File: src/sv/rgii_serdiv.sv
// Restoring division of a non-negative dividend by a constant, one quotient bit per cycle.
module rgii_serdiv (
  input  logic        clk_i,
  input  logic        rst_ni,
  input  logic        start_i,
  input  logic [63:0] num_i,
  input  logic [33:0] den_i,
  output logic        busy_o,
  output logic [63:0] quo_o
);
  logic [63:0] quo_q, quo_d;
  logic [34:0] rem_q, rem_d;
  logic [6:0]  cnt_q, cnt_d;
  logic [34:0] sh;

  always_comb begin
    quo_d = quo_q;
    rem_d = rem_q;
    cnt_d = cnt_q;
    sh = '0;
    if (start_i) begin
      quo_d = num_i;
      rem_d = '0;
      cnt_d = 7'd64;
    end else if (cnt_q != 7'd0) begin
      sh = {rem_q[33:0], quo_q[63]};
      if (sh >= {1'b0, den_i}) begin
        rem_d = sh - {1'b0, den_i};
        quo_d = {quo_q[62:0], 1'b1};
      end else begin
        rem_d = sh;
        quo_d = {quo_q[62:0], 1'b0};
      end
      cnt_d = cnt_q - 7'd1;
    end
  end

  always_ff @(posedge clk_i or negedge rst_ni) begin
    if (!rst_ni) begin
      cnt_q <= '0;
    end else begin
      cnt_q <= cnt_d;
    end
  end

  always_ff @(posedge clk_i) begin
    quo_q <= quo_d;
    rem_q <= rem_d;
  end

  assign busy_o = (cnt_q != 7'd0);
  assign quo_o = quo_q;
endmodule

File: config.mk
export PLATFORM = sky130hd
export DESIGN_NAME = rgii_serdiv
export DESIGN_NICKNAME = d
export VERILOG_FILES = /design/src/sv/rgii_serdiv.sv
export SDC_FILE = /design/constraint.sdc
export NUM_CORES = 1
export LEC_CHECK = 0
export CAP_MARGIN = 20
export CORE_ASPECT_RATIO = 1.5
export CORE_MARGIN = 2
export CORE_UTILIZATION = 57
export CTS_CLUSTER_DIAMETER = 150
export DETAILED_ROUTE_END_ITERATION = 12
export DONT_BUFFER_PORTS = 1
export PLACE_DENSITY = 0.82
export SLEW_MARGIN = 15
export SYNTH_ARGS = -nofsm -noshare
export SYNTH_HDL_FRONTEND = slang
export SYNTH_SLANG_ARGS = --single-unit
File: constraint.sdc
create_clock -name clk_i -period 4.45 [get_ports clk_i]
set_clock_uncertainty 0.05 [all_clocks]
set_input_delay 0.445 -clock clk_i [delete_from_list [all_inputs] [get_ports clk_i]]
set_output_delay 0.445 -clock clk_i [all_outputs]
set_load 0.05 [all_outputs]
==> results.json, run 1 <==
{
  "status": "finished, final reports clean",
  "hold_violations": 0,
  "dieArea_um2": 12750,
  "antenna_cells": 0,
  "grt_pass1_vias": 5330,
  "ys_warn_count": 0,
  "max_freq_mhz": 285.3,
  "critPathSlowestCell": "nor2_2",
  "syn_area_um2": 6753,
  "dp_cells": 799,
  "whs_path_depth": 1,
  "timing.rr.end": "rem_q[30]",
  "grt_setup_unrepaired": "false",
  "worst-slew-pin-transition_ps": 773.6,
  "ys_seq_area_share_pct": 41.13,
  "path_class": "reg2out",
  "initial_core_util_pct": 58.56,
  "die_x_um": 92.87,
  "fin_crit_sh_pct": 78.76,
  "cp-end-kind": "output port",
  "core_um2": 11530,
  "cts_tree": "done",
  "grt_max_degree": 101,
  "maxCapViolCount": 0,
  "first_iter_violations": 325,
  "clkLatencyLatePin_ps": 360,
  "async_reset_ff_share_pct": 6.667,
  "r2r_start": "quo_o[63]",
  "die_h_um": 137.3,
  "drive_gt1_share_pct": 14.86,
  "ir_worst_vdd_uv": 345.7,
  "multi_input_area_um2": 3598,
  "synth_ff_type": "edfxtp_1",
  "final_max_slew_viol_count": 0,
  "setup_ws_ps": 945.0,
  "yosysUniqueCellTypes": 71,
  "cpPeakStageDelay_ps": 620,
  "ys_ff_latch": 105,
  "place_congestion": 0.9380,
  "power_leakage_uw": 0.002940,
  "antenna_found_initial": 0,
  "layout.nets": 798,
  "detail_route.wl_per_cell_um": 20.47,
  "synthCells": 679,
  "pin_count": 166,
  "fill_cells": 974,
  "relSlewSlack_pct": 48.37,
  "cts.sinks": 105,
  "reg2reg_depth": 11,
  "area_growth_pct": 5.244,
  "port-buffer-count": 0,
  "required_ps": 3950,
  "grt_usage_pct": 26.17,
  "setup_viol": 0,
  "p_per_area_nw_per_um2": 685.0,
  "clock-root-buffer": "clkbuf_16",
  "overflow": 0,
  "ctsLongestPathBuffers": 2,
  "worst_hold_startpoint": "start_i",
  "drc": 0,
  "rrSetupSlack_ps": 1150,
  "cp_cell_sequence": "inv_1 -> ha_1 -> nand2b_1 -> or4_1 -> nor2_2 -> inv_2 -> buf_4",
  "ant_nets": 0,
  "rows": 48,
  "crit_arrival_ps": 3010,
  "min_period_ps": 3505,
  "drtPass1Iterations": 5,
  "cts_made_buffers": 9,
  "vias": 5163,
  "cp-start-kind": "register",
  "dp_hpwl_mm": 12.60,
  "min_path_type": "in2reg",
  "synth_edf_count": 64,
  "path_max_fanout": 34,
  "synth.net_count": 816,
  "grt_pass1_wl_mm": 26.04,
  "htreeDepth": 3,
  "vias_per_cell": 6.327,
  "pre_cts_ws_ps": 1157,
  "clk_pin_slew_worst_paths_ps": 80,
  "setup_tns_ps": 0,
  "stdcell_count": 816,
  "wirelength_mm": 16.70,
  "seq_area_um2": 2778,
  "min_to": "rem_q[3]",
  "syn_area_per_cell_um2": 9.945
}
## cell families after synthesis
logic type	Yosys count	synth area share [%]
compound gates	172	17.55
xor+xnor	27	3.502
fa+ha+maj	36	6.782
buf+inv	87	5.614
flops	105	41.13
mux	75	12.30
simple gates	177	13.12
## layout make-up
type | instances | area share (%)
Multi-Input combinational cell | 487 | 50.63
Clock inverter | 7 | 1.215
Tap cell | 150 | 2.641
Inverter | 55 | 2.905
Sequential cell | 105 | 39.08
Clock buffer | 9 | 3.169
Timing Repair Buffer | 3 | 0.3521
## stage by stage
| step | hold WS, ps | instance area, um^2 | utilization [%] | power [uW] |
|---|---|---|---|---|
| finish | 108.4 | 7107 | 61.63 | 4868 |
| global placement | 99.75 | 6785 | 58.84 | 3972 |
| floorplan | 99.41 | 6753 | - | 3608 |
| CTS | 106.6 | 7107 | 61.63 | 4856 |
| global route | 103.1 | 7107 | 61.63 | 5158 |
| detailed placement | 99.70 | 6785 | 58.84 | 4023 |
## how the worst max path moves through the flow
stage / slack (ps) / start / endpoint / depth (start not counted)
finish: 950 / cnt_q[0] / busy_o / 7
global route: 740 / cnt_q[0] / busy_o / 7
CTS: 930 / cnt_q[0] / busy_o / 7
detailed placement: 1160 / quo_o[63] / rem_q[30] / 11
global placement: 1180 / quo_o[63] / rem_q[30] / 11
floorplan: 1190 / cnt_q[0] / quo_o[0] / 7
## critical path, delay by kind of cell (launching register included)
kind | cells | cell delay, ps
fa+ha+maj | 1 | 160
simple gates | 3 | 1160
buf+inv | 3 | 930
flops | 1 | 380
## sequential cells by signal (all words and copies together), names as in the netlist
name,count
cnt_q,7
quo_o,64
rem_q,34
## cells in the mapped netlist, types with 13 or more instances
cell	n	area [um^2]
edfxtp_1	64	1922
mux2_2	63	709.4
inv_1	55	206.5
nand2_1	51	191.4
nor2_1	49	183.9
a21oi_1	39	195.2
ha_1	35	437.9
dfxtp_1	34	680.7
o21ai_0	30	150.1
xnor2_1	16	140.1
a211oi_1	15	112.6
a21o_1	13	97.59
clkbuf_1	13	48.80
## layout by cell type, fill, tap and decap left out, types with 3 or more instances in the layout
cell type and n:
clkbuf_16 9, a31oi_1 7, o211ai_1 6, inv_1 54, a211oi_1 15, or3_1 4, or4_1 4, xnor2_1 16
nand4_1 11, inv_6 3, xor2_1 11, dfrtp_1 7, nand2b_1 7, nor2_1 49, dfxtp_1 34, mux2i_1 11
ha_1 35, o21bai_1 7, o21ai_1 3, nand3_1 11, nor2b_1 6, edfxtp_1 64, nor3_1 10, and3_1 6
o21ai_0 30, a221o_1 4, o31ai_1 4, a21oi_1 39, nand2_1 50, a211oi_2 4, and2_1 5, a21o_1 13
a311oi_1 10, o21a_1 9, mux2_2 63
## timing repair
item,in CTS,in global routing
setup buffers,0,0
gates resized for setup,0,0
endpoints found under the hold margin,7,0
hold buffers,1,0
## routing by layer
layer | wire length [um] | vias to the layer above | GRT usage [%]
met3 | 1275 | 42 | 6.565
met2 | 8501 | 244 | 46.70
met1 | 6141 | 2423 | 28.57
met5 | 0 | - | 0
met4 | 781 | 0 | 13.40
li1 | - | 2454 | -
## report_power, final
group / internal [uW] / leakage [uW] / switching [uW]
combinational: 824 / 0.00175 / 1180
clock: 407 / 0.000152 / 411
sequential: 1360 / 0.00104 / 683
Power figures use the tool's default switching activity.
==> run 2: changes to the inputs <==
--- a/config.mk
+++ b/config.mk
@@ -12,7 +12,7 @@
 export CTS_CLUSTER_DIAMETER = 150
 export DETAILED_ROUTE_END_ITERATION = 12
 export DONT_BUFFER_PORTS = 1
-export PLACE_DENSITY = 0.82
+export PLACE_DENSITY = 0.85
 export SLEW_MARGIN = 15
 export SYNTH_ARGS = -nofsm -noshare
 export SYNTH_HDL_FRONTEND = slang
==> constraint.sdc (replaced) <==
create_clock -name clk_i -period 2.9 [get_ports clk_i]
set_clock_uncertainty 0.05 [all_clocks]
set_input_delay 0.29 -clock clk_i [delete_from_list [all_inputs] [get_ports clk_i]]
set_output_delay 0.29 -clock clk_i [all_outputs]
set_load 0.05 [all_outputs]
==> results.json, run 2 (synthesis results as in run 1) <==
{
  "rows": 48,
  "drtPass1Iterations": 5,
  "min_period_ps": 2837,
  "pin_count": 166,
  "cts.sinks": 105,
  "layout_common_cells": "64 x edfxtp_1, 63 x mux2_2, 54 x inv_1, 50 x nand2_1, 49 x nor2_1",
  "overflow": 0,
  "layout_commonest_cell": "edfxtp_1",
  "fin_crit_sh_pct": 97.83,
  "area_growth_pct": 9.376,
  "combPwrFrac_pct": 44.3,
  "maxCapViolCount": 0,
  "grt_pass1_wl_mm": 26.79,
  "status": "finished, final reports clean",
  "clkLatencyLatePin_ps": 360,
  "pwr-share-seq_pct": 39.6,
  "critPathSlowestCell": "fa_1",
  "drc": 0,
  "ctsLongestPathBuffers": 2,
  "antenna_found_initial": 0,
  "die_h_um": 137.3,
  "cts_made_buffers": 9,
  "drive_gt1_share_pct": 19.63,
  "core_um2": 11530,
  "cp_cell_sequence": "inv_1 -> ha_1 -> fa_1 -> nor2b_1 -> o21bai_1 -> a21oi_2 -> o21bai_2 -> a211oi_2 -> mux2_1 -> nand3_1 -> o221ai_1",
  "wirelength_mm": 18.07,
  "max_freq_mhz": 352.5,
  "relSlewSlack_pct": 48.74,
  "grt_max_degree": 73,
  "largest_reg_flops": 64,
  "final_util_pct": 64.05,
  "p_clk_share_pct": 16.1,
  "p_switching_uw": 3616,
  "setup_tns_ps": 0,
  "htreeDepth": 3,
  "path_max_fanout": 5,
  "setup_viol": 0,
  "cpPeakStageDelay_ps": 410,
  "antenna_cells": 0,
  "path_class": "reg2reg",
  "grt_pass1_vias": 5450,
  "detail_route.wl_per_cell_um": 21.31,
  "dp_hpwl_mm": 13.31,
  "switching_share_pct": 46.17,
  "min_path_type": "in2reg",
  "clk_pin_slew_worst_paths_ps": 80,
  "worst-slew-pin-transition_ps": 768.9,
  "required_ps": 3080,
  "final_max_slew_viol_count": 0,
  "internal_power_uw": 4216,
  "grt_usage_pct": 27.24,
  "cp-end-kind": "register",
  "place_congestion": 0.9979,
  "p_per_area_nw_per_um2": 1061,
  "dieArea_um2": 12750,
  "first_iter_violations": 330,
  "clock-root-buffer": "clkbuf_16",
  "vias_per_cell": 6.479,
  "power_leakage_uw": 0.003103,
  "crit_arrival_ps": 3010,
  "layout.nets": 830,
  "initial_core_util_pct": 58.56,
  "port-buffer-count": 0,
  "hold_violations": 0,
  "cts_tree": "done",
  "cp-start-kind": "register",
  "vias": 5494,
  "die_x_um": 92.87,
  "ir_worst_vdd_uv": 504.0,
  "ant_nets": 0,
  "fill_cells": 927
}
==> run 2: changes by cell type in the layout (fill, tap and decap cells not counted), sizes merged <==
cell	change
inv	+1
buf	+31
nor2	+1
clkinv	-1
==> run 2: stage by stage <==
step / cells / hold WS (ps) / setup WS, ps / total power [uW] / area [um^2]
2_1_floorplan: 679 / -55.59 / 90.42 / 5534 / 6755
4_1_cts: 839 / 79.54 / 11.84 / 7651 / 7297
3_5_place_dp: 821 / -55.39 / 21.05 / 6352 / 6963
5_1_grt: 848 / 81.91 / -40.29 / 8235 / 7386
3_3_place_gp: 821 / -55.32 / 139.1 / 6227 / 6963
6_report: 848 / 91.95 / 62.79 / 7833 / 7386
==> run 2: what timing repair did <==
action                                 4_1_cts  5_1_grt
buffers inserted                             0        8
endpoints found under the hold margin       36        0
resized for setup                            0        6
setup endpoints to repair                    0       23
hold buffers                                 2        0
==> run 2: area by class of cell <==
type | instances | area, um^2 | area share, %
sequential | 105 | 2778 | 37.61
timing repair buffer | 34 | 282.8 | 3.829
multi-input combinational | 488 | 3627 | 49.11
clock buffer | 9 | 225.2 | 3.049
clock inverter | 7 | 78.83 | 1.067
inverter | 55 | 206.4 | 2.795
tap | 150 | 187.7 | 2.541
==> run 2: path summary, 6_finish.rpt <==
kind / from / end / slack [ps] / cells after the start
max in group asynchronous: rst_ni / cnt_q[3] / 2340 / 1
min in group asynchronous: rst_ni / cnt_q[6] / 210 / 1
worst min register to register: rem_q[1] / rem_q[1] / 450 / 2
worst max-delay path: quo_o[63] / rem_q[28] / 60 / 11
worst max register to register: quo_o[63] / rem_q[28] / 60 / 11
worst min-delay path: num_i[0] / quo_o[0] / 90 / 2
==> run 2: metal layers <==
layer | vias up | share of wire, % | GRT usage [%]
li1 | 2513 | - | -
met4 | 0 | 4.9 | 13.56
met5 | - | 0 | 0
met1 | 2613 | 35 | 28.29
met3 | 67 | 8.2 | 7.385
met2 | 301 | 52 | 50.04
==> run 2: power groups by stage <==
stage | Combinational, uW | Clock [uW] | Sequential, uW
global route | 3760 | 1330 | 3150
finish | 3470 | 1260 | 3110
floorplan | 2540 | 0 | 3000
detailed placement | 3230 | 0 | 3120
CTS | 3270 | 1280 | 3100
global placement | 3130 | 0 | 3090
==> run 2: critical path, delay by kind of cell (launching register included) <==
kind                     cells  cell delay [ps]
AO/OA/AOI/OAI                5              940
multiplexers                 1              360
AND/OR/NAND/NOR              2              320
flip-flops                   1              380
adder cells (fa/ha/maj)      2              610
buffers and inverters        1               60
==> run 3: changes to the inputs <==
--- a/config.mk
+++ b/config.mk
@@ -12,6 +12,7 @@
 export CTS_CLUSTER_DIAMETER = 150
 export DETAILED_ROUTE_END_ITERATION = 12
 export DONT_BUFFER_PORTS = 1
+export MAX_ROUTING_LAYER = met4
 export PLACE_DENSITY = 0.85
 export SLEW_MARGIN = 15
 export SYNTH_ARGS = -nofsm -noshare
==> results.json, run 3 (synthesis results as in run 1) <==
{
  "status": "finished, final reports clean",
  "p_total_uw": 7759,
  "seq_area_um2": 2778,
  "final_max_slew_viol_count": 0,
  "cpPeakStageDelay_ps": 430,
  "path_class": "reg2reg",
  "pin_count": 166,
  "vias_per_cell": 6.424,
  "p_clk_share_pct": 16.3,
  "cts_tree": "done",
  "startpoint": "quo_o[63]",
  "switching_share_pct": 46.17,
  "grt_pass1_wl_mm": 26.33,
  "setup_viol": 0,
  "combPwrFrac_pct": 43.8,
  "layout.nets": 829,
  "cp_cell_sequence": "inv_1 -> ha_1 -> fa_1 -> nor2b_2 -> o21bai_2 -> a21oi_2 -> o21a_1 -> o2111a_1 -> nor3_1 -> nor4b_1 -> o21ai_1",
  "path_delay_family": "compound AO/OA/AOI/OAI gates",
  "dp_hpwl_mm": 13.05,
  "place_congestion": 0.9768,
  "pwr-share-seq_pct": 39.9,
  "ctsLongestPathBuffers": 2,
  "cp.depth": 11,
  "area_growth_pct": 9.450,
  "ant_nets": 0,
  "hold_ws_ps": 92.76,
  "cts.sinks": 105,
  "layout_commonest_cell": "edfxtp_1",
  "clock-root-buffer": "clkbuf_16",
  "timing.rr.end": "rem_q[30]",
  "reg2reg_depth": 11,
  "path_max_fanout": 4,
  "path_buf_inv": 1,
  "setup_tns_ps": 0,
  "htreeDepth": 3,
  "overflow": 0,
  "clkLatencyLatePin_ps": 360,
  "relSlewSlack_pct": 48.37,
  "stdcell_count": 847,
  "drtPass1Iterations": 6,
  "detail_route.wl_per_cell_um": 20.78,
  "p_switching_uw": 3582,
  "maxCapViolCount": 0,
  "cp-endpoint": "rem_q[30]",
  "first_iter_violations": 368,
  "vias": 5441,
  "drc": 0,
  "grt_setup_unrepaired": "false",
  "dp_cells": 824,
  "antenna_cells": 0,
  "cp-end-kind": "register",
  "power_leakage_uw": 0.003090,
  "cts_made_buffers": 9,
  "rows": 48,
  "ir_worst_vdd_uv": 519.3,
  "cp-start-kind": "register",
  "min_period_ps": 2769,
  "drive_gt1_share_pct": 19.37,
  "largest_reg_flops": 64,
  "die_x_um": 92.87,
  "rrSetupSlack_ps": 130,
  "clk_pin_slew_worst_paths_ps": 80,
  "p_per_area_nw_per_um2": 1050,
  "fill_cells": 945,
  "wirelength_mm": 17.60,
  "fin_crit_sh_pct": 95.49,
  "grt_usage_pct": 27.25,
  "max_freq_mhz": 361.1,
  "critPathSlowestCell": "fa_1",
  "internal_power_uw": 4177,
  "worst-slew-pin-transition_ps": 774.5,
  "layout_common_cells": "64 x edfxtp_1, 63 x mux2_2, 54 x inv_1, 49 x nor2_1, 49 x nand2_1",
  "core_um2": 11530,
  "crit_arrival_ps": 2960,
  "die_h_um": 137.3,
  "port-buffer-count": 0,
  "multi_input_area_um2": 3645,
  "initial_core_util_pct": 58.56,
  "min_path_type": "in2reg",
  "antenna_found_initial": 0,
  "grt_max_degree": 73,
  "r2r_start": "quo_o[63]",
  "dieArea_um2": 12750,
  "hold_violations": 0,
  "grt_pass1_vias": 5484,
  "required_ps": 3090
}
-- run 3: final cells by class --
cell class | count | area share [%]
well taps | 150 | 2.539
flip-flops and latches | 105 | 37.58
clock buffers | 9 | 3.047
repair buffers | 33 | 3.555
multi-input cells | 488 | 49.31
clock inverters | 7 | 1.168
inverters | 55 | 2.793
-- run 3: repair_timing --
item / CTS / global route
hold endpoints to repair: 36 / 0
hold buffers: 2 / 0
buffers inserted: 0 / 4
resized for setup: 0 / 8
endpoints found under the setup margin: 0 / 22
-- run 3: power groups by stage --
| stage | Clock, uW | Sequential, uW | Combinational [uW] |
|---|---|---|---|
| floorplan | 0 | 3000 | 2540 |
| global placement | 0 | 3100 | 3140 |
| detailed placement | 0 | 3110 | 3230 |
| CTS | 1280 | 3090 | 3260 |
| global route | 1330 | 3150 | 3700 |
| finish | 1260 | 3090 | 3400 |
-- run 3: how the worst min path moves through the flow --
| stage | startpoint | endpoint | depth (start not counted) | slack [ps] |
|---|---|---|---|---|
| 2_1_floorplan | rst_ni | cnt_q[0] | 0 | -60 |
| 3_5_place_dp | rst_ni | cnt_q[3] | 0 | -60 |
| 3_3_place_gp | rst_ni | cnt_q[5] | 0 | -60 |
| 5_1_grt | num_i[38] | quo_o[38] | 1 | 90 |
| 4_1_cts | num_i[0] | quo_o[0] | 2 | 90 |
| 6_report | num_i[0] | quo_o[0] | 2 | 90 |
-- run 3: metal layers --
layer  track usage (%)  vias to the layer above  wire, um
li1                  -                     2516         -
met1             27.46                     2543      6309
met3             6.018                       72      1313
met4             14.62                        0       927
met2             48.87                      310      9048
met5                 -                        -         0
-- run 3: per-stage QoR --
stage / worst slack (ps) / cell area (um^2) / utilization [%]
3_5_place_dp: 42.49 / 6973 / 60.47
3_3_place_gp: 93.44 / 6973 / 60.47
4_1_cts: 4.361 / 7315 / 63.43
2_1_floorplan: 90.42 / 6755 / -
5_1_grt: 1.064 / 7391 / 64.10
6_report: 130.8 / 7391 / 64.10
